`config.mk`:
```
export PLATFORM = sky130hd
export DESIGN_NAME = dag_topological_sort_engine_unit
export DESIGN_NICKNAME = d
export VERILOG_FILES = /design/src/dtse_pkg.sv /design/src/dtse_deg_lanes.sv /design/src/dag_topological_sort_engine_unit.sv
export SDC_FILE = /design/constraint.sdc
export NUM_CORES = 2
export LEC_CHECK = 0
export ABC_AREA = 0
export BUFFER_PORTS_ARGS = -buffer_cell sky130_fd_sc_hd__buf_4
export CAP_MARGIN = 10
export CORE_MARGIN = 2
export CORE_UTILIZATION = 30
export DETAILED_ROUTE_END_ITERATION = 7
export GPL_ROUTABILITY_DRIVEN = 0
export PLACE_DENSITY = 0.53
export SLEW_MARGIN = 10
export SYNTH_ARGS = -nofsm -noshare
export SYNTH_HDL_FRONTEND = slang
export SYNTH_SLANG_ARGS = --single-unit
```
`constraint.sdc`:
```
create_clock -name clk -period 4.25 [get_ports clk]
set_input_delay 0.2125 -clock clk [delete_from_list [all_inputs] [get_ports clk]]
set_output_delay 0.2125 -clock clk [all_outputs]
set_load 0.05 [all_outputs]
```
`src/dtse_pkg.sv`:
```
`timescale 1ns / 1ps
package dtse_pkg;

  localparam int NODE_W        = 5;
  localparam int MAX_NODES_DEF = 32;

  localparam logic [1:0] ACT_ADD_NODE = 2'd0;
  localparam logic [1:0] ACT_ADD_EDGE = 2'd1;
  localparam logic [1:0] ACT_TEST_CYC = 2'd2;
  localparam logic [1:0] ACT_SORT     = 2'd3;

  localparam logic [2:0] ST_OK        = 3'd0;
  localparam logic [2:0] ST_DUP_NODE  = 3'd1;
  localparam logic [2:0] ST_WOULD_CYC = 3'd2;
  localparam logic [2:0] ST_EMPTY     = 3'd3;
  localparam logic [2:0] ST_HAS_CYC   = 3'd4;

  typedef enum logic [3:0] {
    S_IDLE,
    S_EDGE_RD,
    S_EDGE_WR,
    S_REACH,
    S_DEG,
    S_SEED,
    S_ENQ,
    S_POP,
    S_POPW,
    S_ROW,
    S_CHK,
    S_EMRD,
    S_EMOUT,
    S_RESP
  } state_t;

  // Commands to the in-degree lanes.
  typedef struct packed {
    logic clr;
    logic acc;
    logic dec;
  } lane_ctl_t;

endpackage

```
`src/dtse_deg_lanes.sv`:
```
`timescale 1ns / 1ps
module dtse_deg_lanes #(
  parameter int NODES = dtse_pkg::MAX_NODES_DEF
) (
  input  logic                clk,
  input  dtse_pkg::lane_ctl_t ctl,
  input  logic [NODES-1:0]    row,
  input  logic [NODES-1:0]    present,
  output logic [NODES-1:0]    zero_mask,
  output logic [NODES-1:0]    newly
);
  import dtse_pkg::*;

  localparam int DW = $clog2(NODES + 1);

  logic [DW-1:0] deg_r [NODES];

  always_ff @(posedge clk) begin
    for (int i = 0; i < NODES; i++) begin
      if (ctl.clr) begin
        deg_r[i] <= '0;
      end else if (ctl.acc && row[i] && present[i]) begin
        deg_r[i] <= deg_r[i] + DW'(1);
      end else if (ctl.dec && row[i] && present[i] && (deg_r[i] != '0)) begin
        deg_r[i] <= deg_r[i] - DW'(1);
      end
    end
  end

  // A lane whose count is one and whose edge is removed now becomes ready.
  always_comb begin
    for (int i = 0; i < NODES; i++) begin
      zero_mask[i] = present[i] && (deg_r[i] == '0);
      newly[i]     = present[i] && row[i] && (deg_r[i] == DW'(1));
    end
  end

endmodule

```
`src/dag_topological_sort_engine_unit.sv`:
```
`timescale 1ns / 1ps
// Channel  Ports                                              Dir
// in       in_valid in_ready in_action in_first_node           input
//          in_second_node
// out      out_valid out_ready out_status out_order_node       output
//          out_order_valid out_last
// Add node is settled on accept; add edge reads the row, then writes it. A cycle
// test walks the adjacency rows in passes, at most NL, bound by the one read
// port of the adjacency memory. A sort counts in-degrees over all rows, pops
// each sorted node, reads its row, enqueues newly ready nodes, then emits each
// beat. Reset clears the node set and the row valid bits at once; there is no
// clearing pass. A stalled output holds the sequencer in its emitting state.
module dag_topological_sort_engine_unit #(
  parameter int MAX_NODES = dtse_pkg::MAX_NODES_DEF
) (
  input  logic                          clk,
  input  logic                          rst_n,
  input  logic                          in_valid,
  output logic                          in_ready,
  input  logic [1:0]                    in_action,
  input  logic [dtse_pkg::NODE_W-1:0]   in_first_node,
  input  logic [dtse_pkg::NODE_W-1:0]   in_second_node,
  output logic                          out_valid,
  input  logic                          out_ready,
  output logic [2:0]                    out_status,
  output logic [dtse_pkg::NODE_W-1:0]   out_order_node,
  output logic                          out_order_valid,
  output logic                          out_last
);
  import dtse_pkg::*;

  localparam int NL = (MAX_NODES < 32) ? MAX_NODES : 32;
  localparam int IW = $clog2(NL);
  localparam int CW = $clog2(NL + 1);

  // Adjacency memory with a valid bit per row; an unwritten row reads as zero.
  logic [NL-1:0] adj_mem [NL];
  logic [NL-1:0] row_valid_r;
  logic [NL-1:0] adj_raw_r;
  logic          adj_vq_r;
  logic [NL-1:0] adj_q;
  logic [IW-1:0] adj_ra;
  logic          adj_we;
  logic [NL-1:0] adj_wd;

  // Ready queue, which in the end holds the topological order.
  logic [NODE_W-1:0] q_mem [NL];
  logic [NODE_W-1:0] q_q_r;
  logic [IW-1:0]     q_ra;
  logic              q_we;
  logic [NODE_W-1:0] q_wd;

  state_t            state_r, state_nxt;
  logic [1:0]        act_r, act_nxt;
  logic [NODE_W-1:0] a_r, a_nxt, b_r, b_nxt;
  logic [NL-1:0]     present_r, present_nxt;
  logic [NL-1:0]     visited_r, visited_nxt;
  logic              changed_r, changed_nxt;
  logic [IW-1:0]     idx_r, idx_nxt;
  logic              issue_r, issue_nxt;
  logic              pv_r, pv_nxt;
  logic [IW-1:0]     pi_r, pi_nxt;
  logic [CW-1:0]     head_r, head_nxt, tail_r, tail_nxt, pcnt_r, pcnt_nxt;
  logic [CW-1:0]     k_r, k_nxt;
  logic [NL-1:0]     pend_r, pend_nxt;
  logic [2:0]        stat_r, stat_nxt;

  logic              out_valid_r, out_valid_nxt;
  logic [2:0]        out_status_r, out_status_nxt;
  logic [NODE_W-1:0] out_node_r, out_node_nxt;
  logic              out_ov_r, out_ov_nxt;
  logic              out_last_r, out_last_nxt;

  lane_ctl_t     lctl;
  logic [NL-1:0] zero_mask, newly;

  logic          accept, out_free;
  logic          in_a_ok, in_b_ok;
  logic [NL-1:0] low_bit, vis_new;
  logic [IW-1:0] low_idx;
  logic          chg_new;

  dtse_deg_lanes #(.NODES(NL)) u_lanes (
    .clk       (clk),
    .ctl       (lctl),
    .row       (adj_q),
    .present   (present_r),
    .zero_mask (zero_mask),
    .newly     (newly)
  );

  always_ff @(posedge clk) begin
    if (adj_we) begin
      adj_mem[a_r[IW-1:0]] <= adj_wd;
    end
    adj_raw_r <= adj_mem[adj_ra];
    adj_vq_r  <= row_valid_r[adj_ra];
  end
  assign adj_q = adj_vq_r ? adj_raw_r : '0;

  always_ff @(posedge clk) begin
    if (q_we) begin
      q_mem[tail_r[IW-1:0]] <= q_wd;
    end
    q_q_r <= q_mem[q_ra];
  end

  assign accept   = in_valid && in_ready;
  assign out_free = !out_valid_r || out_ready;
  assign in_a_ok  = 32'(in_first_node) < NL;
  assign in_b_ok  = 32'(in_second_node) < NL;

  always_comb begin
    low_bit = pend_r & (~pend_r + NL'(1));
    low_idx = '0;
    for (int i = 0; i < NL; i++) begin
      if (low_bit[i]) begin
        low_idx = low_idx | IW'(i);
      end
    end
  end

  // One reachability step: a visited row spreads its successors.
  always_comb begin
    vis_new = visited_r;
    chg_new = changed_r;
    if (pv_r && visited_r[pi_r]) begin
      vis_new = visited_r | adj_q;
      chg_new = changed_r || ((adj_q & ~visited_r) != '0);
    end
  end

  always_comb begin
    state_nxt      = state_r;
    act_nxt        = act_r;
    a_nxt          = a_r;
    b_nxt          = b_r;
    present_nxt    = present_r;
    visited_nxt    = visited_r;
    changed_nxt    = changed_r;
    idx_nxt        = idx_r;
    issue_nxt      = issue_r;
    pv_nxt         = 1'b0;
    pi_nxt         = idx_r;
    head_nxt       = head_r;
    tail_nxt       = tail_r;
    pcnt_nxt       = pcnt_r;
    k_nxt          = k_r;
    pend_nxt       = pend_r;
    stat_nxt       = stat_r;
    out_valid_nxt  = out_valid_r && !out_ready;
    out_status_nxt = out_status_r;
    out_node_nxt   = out_node_r;
    out_ov_nxt     = out_ov_r;
    out_last_nxt   = out_last_r;
    lctl           = '0;
    adj_ra         = idx_r;
    adj_we         = 1'b0;
    adj_wd         = adj_q | (NL'(1) << b_r[IW-1:0]);
    q_ra           = head_r[IW-1:0];
    q_we           = 1'b0;
    q_wd           = NODE_W'(low_idx);
    in_ready       = (state_r == S_IDLE);

    if ((state_r == S_REACH || state_r == S_DEG) && issue_r) begin
      pv_nxt  = 1'b1;
      idx_nxt = idx_r + IW'(1);
      if (32'(idx_r) == NL - 1) begin
        issue_nxt = 1'b0;
      end
    end

    unique case (state_r)
      S_IDLE: begin
        if (accept) begin
          act_nxt  = in_action;
          a_nxt    = in_first_node;
          b_nxt    = in_second_node;
          stat_nxt = ST_OK;
          unique case (in_action)
            ACT_ADD_NODE: begin
              if (in_a_ok && present_r[in_first_node[IW-1:0]]) begin
                stat_nxt = ST_DUP_NODE;
              end else if (in_a_ok) begin
                present_nxt[in_first_node[IW-1:0]] = 1'b1;
              end
              state_nxt = S_RESP;
            end
            ACT_ADD_EDGE: begin
              state_nxt = (in_a_ok && in_b_ok) ? S_EDGE_RD : S_RESP;
            end
            ACT_TEST_CYC: begin
              if (!(in_a_ok && in_b_ok)) begin
                state_nxt = S_RESP;
              end else if (in_first_node == in_second_node) begin
                stat_nxt  = ST_WOULD_CYC;
                state_nxt = S_RESP;
              end else begin
                visited_nxt = NL'(1) << in_second_node[IW-1:0];
                changed_nxt = 1'b0;
                idx_nxt     = '0;
                issue_nxt   = 1'b1;
                state_nxt   = S_REACH;
              end
            end
            ACT_SORT: begin
              if (present_r == '0) begin
                stat_nxt  = ST_EMPTY;
                state_nxt = S_RESP;
              end else begin
                lctl.clr  = 1'b1;
                pcnt_nxt  = '0;
                idx_nxt   = '0;
                issue_nxt = 1'b1;
                state_nxt = S_DEG;
              end
            end
            default: ;
          endcase
        end
      end
      S_EDGE_RD: begin
        adj_ra    = a_r[IW-1:0];
        state_nxt = S_EDGE_WR;
      end
      S_EDGE_WR: begin
        adj_we    = 1'b1;
        state_nxt = S_RESP;
      end
      S_REACH: begin
        visited_nxt = vis_new;
        changed_nxt = chg_new;
        if (pv_r && 32'(pi_r) == NL - 1) begin
          if (vis_new[a_r[IW-1:0]]) begin
            stat_nxt  = ST_WOULD_CYC;
            state_nxt = S_RESP;
          end else if (!chg_new) begin
            state_nxt = S_RESP;
          end else begin
            changed_nxt = 1'b0;
            idx_nxt     = '0;
            issue_nxt   = 1'b1;
          end
        end
      end
      S_DEG: begin
        if (pv_r) begin
          lctl.acc = 1'b1;
          if (present_r[pi_r]) begin
            pcnt_nxt = pcnt_r + CW'(1);
          end
          if (32'(pi_r) == NL - 1) begin
            state_nxt = S_SEED;
          end
        end
      end
      S_SEED: begin
        pend_nxt  = zero_mask;
        head_nxt  = '0;
        tail_nxt  = '0;
        state_nxt = S_ENQ;
      end
      S_ENQ: begin
        if (pend_r != '0) begin
          q_we     = 1'b1;
          pend_nxt = pend_r & ~low_bit;
          tail_nxt = tail_r + CW'(1);
        end else begin
          state_nxt = S_POP;
        end
      end
      S_POP: begin
        state_nxt = (head_r == tail_r) ? S_CHK : S_POPW;
      end
      S_POPW: begin
        adj_ra    = q_q_r[IW-1:0];
        state_nxt = S_ROW;
      end
      S_ROW: begin
        lctl.dec  = 1'b1;
        pend_nxt  = newly;
        head_nxt  = head_r + CW'(1);
        state_nxt = S_ENQ;
      end
      S_CHK: begin
        if (tail_r == pcnt_r) begin
          k_nxt     = '0;
          state_nxt = S_EMRD;
        end else begin
          stat_nxt  = ST_HAS_CYC;
          state_nxt = S_RESP;
        end
      end
      S_EMRD: begin
        q_ra      = k_r[IW-1:0];
        state_nxt = S_EMOUT;
      end
      S_EMOUT: begin
        q_ra = k_r[IW-1:0];
        if (out_free) begin
          out_valid_nxt  = 1'b1;
          out_status_nxt = ST_OK;
          out_node_nxt   = q_q_r;
          out_ov_nxt     = 1'b1;
          out_last_nxt   = (k_r + CW'(1)) == tail_r;
          k_nxt          = k_r + CW'(1);
          state_nxt      = ((k_r + CW'(1)) == tail_r) ? S_IDLE : S_EMRD;
        end
      end
      S_RESP: begin
        if (out_free) begin
          out_valid_nxt  = 1'b1;
          out_status_nxt = stat_r;
          out_node_nxt   = '0;
          out_ov_nxt     = 1'b0;
          out_last_nxt   = 1'b1;
          state_nxt      = S_IDLE;
        end
      end
      default: state_nxt = S_IDLE;
    endcase
  end

  always_ff @(posedge clk) begin
    if (!rst_n) begin
      state_r     <= S_IDLE;
      out_valid_r <= 1'b0;
      present_r   <= '0;
      row_valid_r <= '0;
      issue_r     <= 1'b0;
      pv_r        <= 1'b0;
    end else begin
      state_r     <= state_nxt;
      out_valid_r <= out_valid_nxt;
      present_r   <= present_nxt;
      issue_r     <= issue_nxt;
      pv_r        <= pv_nxt;
      if (adj_we) begin
        row_valid_r[a_r[IW-1:0]] <= 1'b1;
      end
    end
  end

  always_ff @(posedge clk) begin
    act_r        <= act_nxt;
    a_r          <= a_nxt;
    b_r          <= b_nxt;
    visited_r    <= visited_nxt;
    changed_r    <= changed_nxt;
    idx_r        <= idx_nxt;
    pi_r         <= pi_nxt;
    head_r       <= head_nxt;
    tail_r       <= tail_nxt;
    pcnt_r       <= pcnt_nxt;
    k_r          <= k_nxt;
    pend_r       <= pend_nxt;
    stat_r       <= stat_nxt;
    out_status_r <= out_status_nxt;
    out_node_r   <= out_node_nxt;
    out_ov_r     <= out_ov_nxt;
    out_last_r   <= out_last_nxt;
  end

  assign out_valid       = out_valid_r;
  assign out_status      = out_status_r;
  assign out_order_node  = out_node_r;
  assign out_order_valid = out_ov_r;
  assign out_last        = out_last_r;

  a_sort_only_in_sort: assert property (@(posedge clk) disable iff (!rst_n)
    (state_r == S_EMOUT) |-> (act_r == ACT_SORT))
    else $error("order emitted outside a sort");

  a_queue_order: assert property (@(posedge clk) disable iff (!rst_n)
    (state_r == S_POP || state_r == S_CHK) |-> (head_r <= tail_r && 32'(tail_r) <= NL))
    else $error("ready queue pointers out of order");

  a_emit_present: assert property (@(posedge clk) disable iff (!rst_n)
    (state_r == S_EMOUT) |-> present_r[q_q_r[IW-1:0]])
    else $error("sorted node is not present");

  a_order_ok: assert property (@(posedge clk) disable iff (!rst_n)
    (out_valid_r && out_ov_r) |-> (out_status_r == ST_OK))
    else $error("order beat with a failure status");

endmodule
```
After elaboration in Yosys (flattened, before gate mapping)

Memory sizes are Yosys's and may differ from the RTL's. A register that Yosys moved wholly into a read port is not among the register bits.
Cells that the tools add are included.

Register bits after elaboration: 194
Memory bits (writable): 1376
Bits of input ports: 16
Output and inout port bits: 12
Word-level logic and storage cells: 1200
Memories kept: 3

Memories:

| name          | words | width | rd ports | clocked after memory_dff | write ports | RTL line                               | RTL |
|---|---|---|---|---|---|---|---|
| adj_mem       | 32    | 32    | 1        | 1                        | 1           | dag_topological_sort_engine_unit.sv:37 | `logic [NL-1:0] adj_mem [NL];` |
| u_lanes.deg_r | 32    | 6     | 32       | 0                        | 32          | dtse_deg_lanes.sv:16                   | `logic [DW-1:0] deg_r [NODES];` |
| q_mem         | 32    | 5     | 1        | 1                        | 1           | dag_topological_sort_engine_unit.sv:47 | `logic [NODE_W-1:0] q_mem [NL];` |

Add/sub/neg operators: 70
$lt $le $gt $ge: 6
Equal/unequal tests: 74
Shift operators: 2
Multiplexer cells: 591
Bitwise gates (word level): 74
Reductions and logical operators: 357

Operator list:

| kind                                              | number |
|---|---|
| two-way mux 32 bit                                | 31 |
| two-way mux 6 bit                                 | 84 |
| two-way mux 1 bit                                 | 316 |
| logical AND 1 bit                                 | 263 |
| two-way mux 5 bit                                 | 50 |
| adder 6 x 1 -> 6 bit (second input constant)      | 36 |
| == test 6 x 1 -> 1 bit (second input constant)    | 32 |
| zero test 6 bit                                   | 32 |
| nonzero test 6 bit                                | 32 |
| subtractor 6 x 1 -> 6 bit (second input constant) | 32 |
| two-way mux 4 bit                                 | 45 |
| OR 32 bit                                         | 4 |
| bitwise AND 32 bit                                | 3 |
| two-way mux 3 bit                                 | 32 |
| NOT 32 bit                                        | 3 |
| one-hot mux 32 bit (3 select lines)               | 1 |
| OR 1 bit                                          | 64 |
| one-hot mux 32 bit (2 select lines)               | 1 |
| nonzero test 32 bit                               | 2 |
| left shift 1 x 5 -> 32 bit (first input constant) | 2 |
| one-hot mux 4 bit (13 select lines)               | 1 |
| one-hot mux 6 bit (2 select lines)                | 4 |
| one-hot mux 5 bit (2 select lines)                | 4 |
| adder 32 x 1 -> 32 bit (second input constant)    | 1 |
| other kinds (36)                                  | 99 |

Longest topological paths before layout

Depth in word-level cells: 34
Depth in mapped cells: 14
Depth with buffers taken out: 9

Cells and area by module

Synthesis repeated with hierarchy kept, for this count alone.

Cells, all modules: 5980
Area total of the unflattened synthesis: 75105.8 sq um

Modules (own cells, without submodules):

| module                           | times used | cells each | area each (sq um) | sequential area each (sq um) |
|---|---|---|---|---|
| dag_topological_sort_engine_unit | 1          | 4176       | 59119.2           | 41299.6 |
| dtse_deg_lanes                   | 1          | 1804       | 15986.6           | 5765.5 |

Least setup slack after synthesis

No wires, ideal clock.

Kind: register to register
From: reg state_r[2]
To: reg changed_r, enable pin
Library setup time: 469 ps
Arrival: 3931 ps
Required time: 3781 ps
Setup slack: -150 ps
Cell stages (with the launch flop): 7
Buffers on the path: 1
Period minus slack after synthesis: 4400 ps
Cell sequence: dfxtp_1 -> buf_2 -> nor2_1 -> nand2_1 -> inv_1 -> nand2_1 -> o21ai_0

Longest elaborated chain between the ends: 4
Elaborated cells on any way between the ends: 8
Those cells by class: eq/ne: 4; reduce/logical: 4

Ends and longest elaborated chain:

| what                                            | RTL line                                | RTL |
|---|---|---|
| start: declaration                              | dag_topological_sort_engine_unit.sv:53  | `state_t state_r, state_nxt;` |
| start signal: assignment                        | dag_topological_sort_engine_unit.sv:333 | `state_r <= state_nxt;` |
| zero test 4 bit *                               | -                                       |  |
| via in_ready                                    | dag_topological_sort_engine_unit.sv:19  | `output logic in_ready,` |
| logical AND 1 bit                               | dag_topological_sort_engine_unit.sv:108 | `assign accept = in_valid && in_ready;` |
| inequality test 2 x 1 -> 1 bit (no source line) | -                                       |  |
| AND reduction 4 bit (no source line) *          | -                                       |  |
| end signal: assignment                          | dag_topological_sort_engine_unit.sv:349 | `changed_r <= changed_nxt;` |
| end: declaration                                | dag_topological_sort_engine_unit.sv:58  | `logic changed_r, changed_nxt;` |

Mark *: on every way through the listed nets, which the timed path passes. The rest lies on a longest branch.
A chain may end at the register's enable or synchronous reset.

Final worst setup path

From: reg state_r[2]
To: reg adj_raw_r[29], read port of adj_mem

Longest elaborated chain between the ends: 2
Elaborated cells on any way between the ends: 3
Those cells by class: eq/ne: 2; mux: 1

Ends and longest elaborated chain:

| what                                                           | RTL line                                | RTL |
|---|---|---|
| == test 4 bit / == test 4 x 1 -> 1 bit (equally long branches) | dag_topological_sort_engine_unit.sv:173 | `unique case (state_r)` |
| one-hot mux 5 bit (2 select lines) *                           | dag_topological_sort_engine_unit.sv:173 |  |
| end: declaration                                               | dag_topological_sort_engine_unit.sv:39  | `logic [NL-1:0] adj_raw_r;` |

Mark *: on every way between the ends. The rest lies on a longest branch, timed or not.

==> flow_metrics.py <==
metrics = {
    "outcome": {
        "outcome": "completed",
    },
    "cells_and_area": {
        "drive_gt1_share_pct": 11.5,
        "fillCellCount": 23000,
        "layout_common_cells": "1488 x edfxtp_1, 559 x mux2i_1, 417 x nor2_1",
        "fin_nets": 5509,
        "layout_commonest_cell": "edfxtp_1",
        "area.growth.synth_to_final_pct": 15.2,
    },
    "critical_path": {
        "critical_path.startpoint_type": "flop",
        "critical-path-max-stage-delay_ns": 0.73,
        "path_max_fanout": 17,
        "cp.arrival_ns": 4.48,
        "worst-setup-path-type": "flop to flop",
        "crit_family": "simple AND/OR/NAND/NOR gates",
        "critPathBufInv": 1,
        "crit_required_ns": 4.88,
        "critPathCaptureType": "flop",
        "path_cells": "or2_1 > nor3_1 > o21ai_1 > o221ai_1 > and2_2 > buf_12 > a22oi_1 > a21oi_1 > nor4_1",
        "cp_slowest_cell": "nor4_1",
    },
    "pwr": {
        "p_switching_mw": 18.2,
        "powerDensity_nw_per_um2": 622,
        "p_leak_nw": 29.3,
        "switching_share_pct": 35.3,
        "p_int_mw": 33.4,
        "ir_drop_mv": 0.675,
        "seq_power_share_pct": 40.2,
        "clkPwrFrac_pct": 28.7,
        "p_comb_share_pct": 31.2,
    },
    "timing": {
        "fin_tns_setup_ns": 0,
        "min_period_ns": 3.84,
        "slew_headroom_pct": 16.1,
        "worst_slew_pin_slew_ns": 1.26,
        "grt_setup_unrepaired": "false",
        "finalSetupViolations": 0,
        "fin_crit_sh_pct": 90.4,
        "clock.fmax_ghz": 0.260,
        "fin_skew_ns": 0.0616,
        "finalWorstSetupSlack_ns": 0.408,
        "finalHoldViolCount": 0,
        "drv_slew": 0,
    },
    "global_route": {
        "busiest_layer": "met2",
        "grt_use_met1_pct": 23.4,
        "grt_pass1_vias": 44600,
        "grt_max_degree": 92,
        "antenna_found_initial": 15,
        "overflow": 0,
        "met3_usage_pct": 2.96,
        "grt_pass1_wl_mm": 305,
        "gr-usage-all-layers_pct": 16.7,
        "grtUsageMet2_pct": 26.4,
    },
    "routing": {
        "wire_per_inst_um": 24.0,
        "ant_nets": 0,
        "vias": 46600,
        "dr.pass1.iters": 6,
        "drt-initial-drc-count": 4619,
        "drc": 0,
        "routed_wl_mm": 209,
        "viasPerCell": 5.36,
    },
    "yosys": {
        "ys.warnings.count": 0,
        "netlist_top_cells_area": "edfxtp_1 62%, mux2i_1 7.8%, dfxtp_1 3.3%",
        "async_flop_share_pct": 0,
        "synth_nets": 5402,
        "syn_area_um2": 72100,
        "synthDistinctLibCells": 83,
        "ys.flop_type": "edfxtp_1",
        "synth_top_cell_area_share_pct": 62.0,
        "yosysTopAreaCell": "edfxtp_1",
        "syn_inst": 5276,
        "synth_seq_cells": 1607,
        "synth_area_per_cell_um2": 13.7,
        "synth-edff-count": 1488,
        "ys_seq_area_share_pct": 65.3,
    },
    "hold_path": {
        "min_path_type": "input pin to flop",
    },
    "floorplanning": {
        "io_pins": 28,
        "die_height_um": 494,
        "die-area_um2": 244000,
        "initial_core_util_pct": 30.2,
        "fp-row-count": 179,
        "core_area_um2": 238000,
        "die_width_um": 494,
    },
    "place": {
        "dpl_worst_slack_ns": 0.433,
        "port_buffers": 27,
        "dpl.hpwl_mm": 130,
    },
    "clocking": {
        "cts.sinks": 1607,
        "post_cts_buffers": 0,
        "cts_max_path_buffers": 3,
        "cts_tree": "built",
        "hold_buffers": 14,
        "ctsResizeCount": 0,
        "clk_latency_ns": 0.84,
        "cts_buffers": 167,
        "htreeDepth": 4,
        "cts-root-buf": "clkbuf_16",
        "clkTransAtPathRegs_ns": 0.06,
    },
    "job": {
        "drv_cap": 0,
    },
}
-- synthesized netlist by cell type (33+ instances only) --
| cell type | instances |
|---|---|
| ha_1 | 110 |
| nand4_1 | 33 |
| nand2b_1 | 54 |
| and3_1 | 47 |
| nor3_1 | 45 |
| edfxtp_1 | 1488 |
| a22oi_1 | 292 |
| buf_2 | 55 |
| clkbuf_1 | 165 |
| a221oi_1 | 54 |
| inv_1 | 109 |
| o22ai_1 | 95 |
| dfxtp_1 | 119 |
| nand2_1 | 292 |
| xnor2_1 | 39 |
| mux2i_1 | 561 |
| nor4_1 | 97 |
| o21ai_0 | 123 |
| nor2_1 | 455 |
| mux4_2 | 77 |
| a21oi_1 | 308 |
| nand3_1 | 168 |
| xor2_1 | 68 |
-- per-layer routing --
metal / part of all wire (%) / routed length (um)
met4: 2.8 / 5740
met1: 45 / 93000
met5: 0 / 0
met3: 6.7 / 14000
met2: 46 / 95800
-- metrics by stage --
stage / utilization, % / cell area [um^2] / power (mW) / hold slack, ns / std cells
global placement: 32.4 / 77200 / 36.8 / 0.431 / 8366
global route: 34.8 / 83000 / 53.7 / 0.142 / 8691
CTS: 34.8 / 82900 / 51.8 / 0.0794 / 8689
floorplan: - / 72100 / 30.6 / 0.311 / 5276
detailed placement: 32.4 / 77200 / 37.0 / 0.442 / 8366
finish: 34.8 / 83000 / 51.6 / 0.170 / 8693
-- final cells by class --
class | count | area, um^2 | share of cell area (%)
sequential | 1607 | 47100 | 56.7
timing repair buffer | 205 | 2010 | 2.42
inverter | 111 | 417 | 0.502
antenna | 3 | 7.51 | 0.00905
multi-input combinational | 3291 | 24000 | 28.9
clock inverter | 87 | 1020 | 1.22
clock buffer | 222 | 4520 | 5.45
tap | 3167 | 3960 | 4.77
-- flip-flops by register name, indices dropped and copies added (netlist names), 32 cells and up --
signal	flops
adj_mem	1024
pend_r	32
row_valid_r	32
u_lanes.deg_r	192
present_r	32
visited_r	32
adj_raw_r	32
q_mem	160
-- logic make-up after synthesis --
| logic type | share of synthesized area [%] |
|---|---|
| buffers and inverters | 2.21 |
| xor gates and xnor gates | 1.30 |
| adders and majority gates | 1.91 |
| AOI/OAI and AO/OA | 9.91 |
| and+or+nand+nor | 8.97 |
| DFF | 65.3 |
| muxes | 10.4 |
-- worst min-delay path: stages --
cell and delay, ns:
buf_4 0.16, nor2_1 0.17, a31oi_1 0.06, o211a_1 0.17
-- final timing paths --
path,start,end,slack (ns),cells past startpoint
max reg2reg,state_r[2],adj_raw_r[29],0.41,9
min,in_valid,stat_r[0],0.17,4
max,state_r[2],adj_raw_r[29],0.41,9
min reg2reg,idx_r[3],pi_r[3],0.45,0
-- power by group through the flow --
stage	clock (mW)	combinational, mW	sequential [mW]
final	14.8	16.1	20.7
after global routing	15.7	17.2	20.8
after CTS	15.1	16.0	20.7
after detailed placement	0	15.9	21.0
after global placement	0	15.8	21.0
after floorplan	0	10.2	20.4
Note: power is estimated with default switching activity, not from simulation.
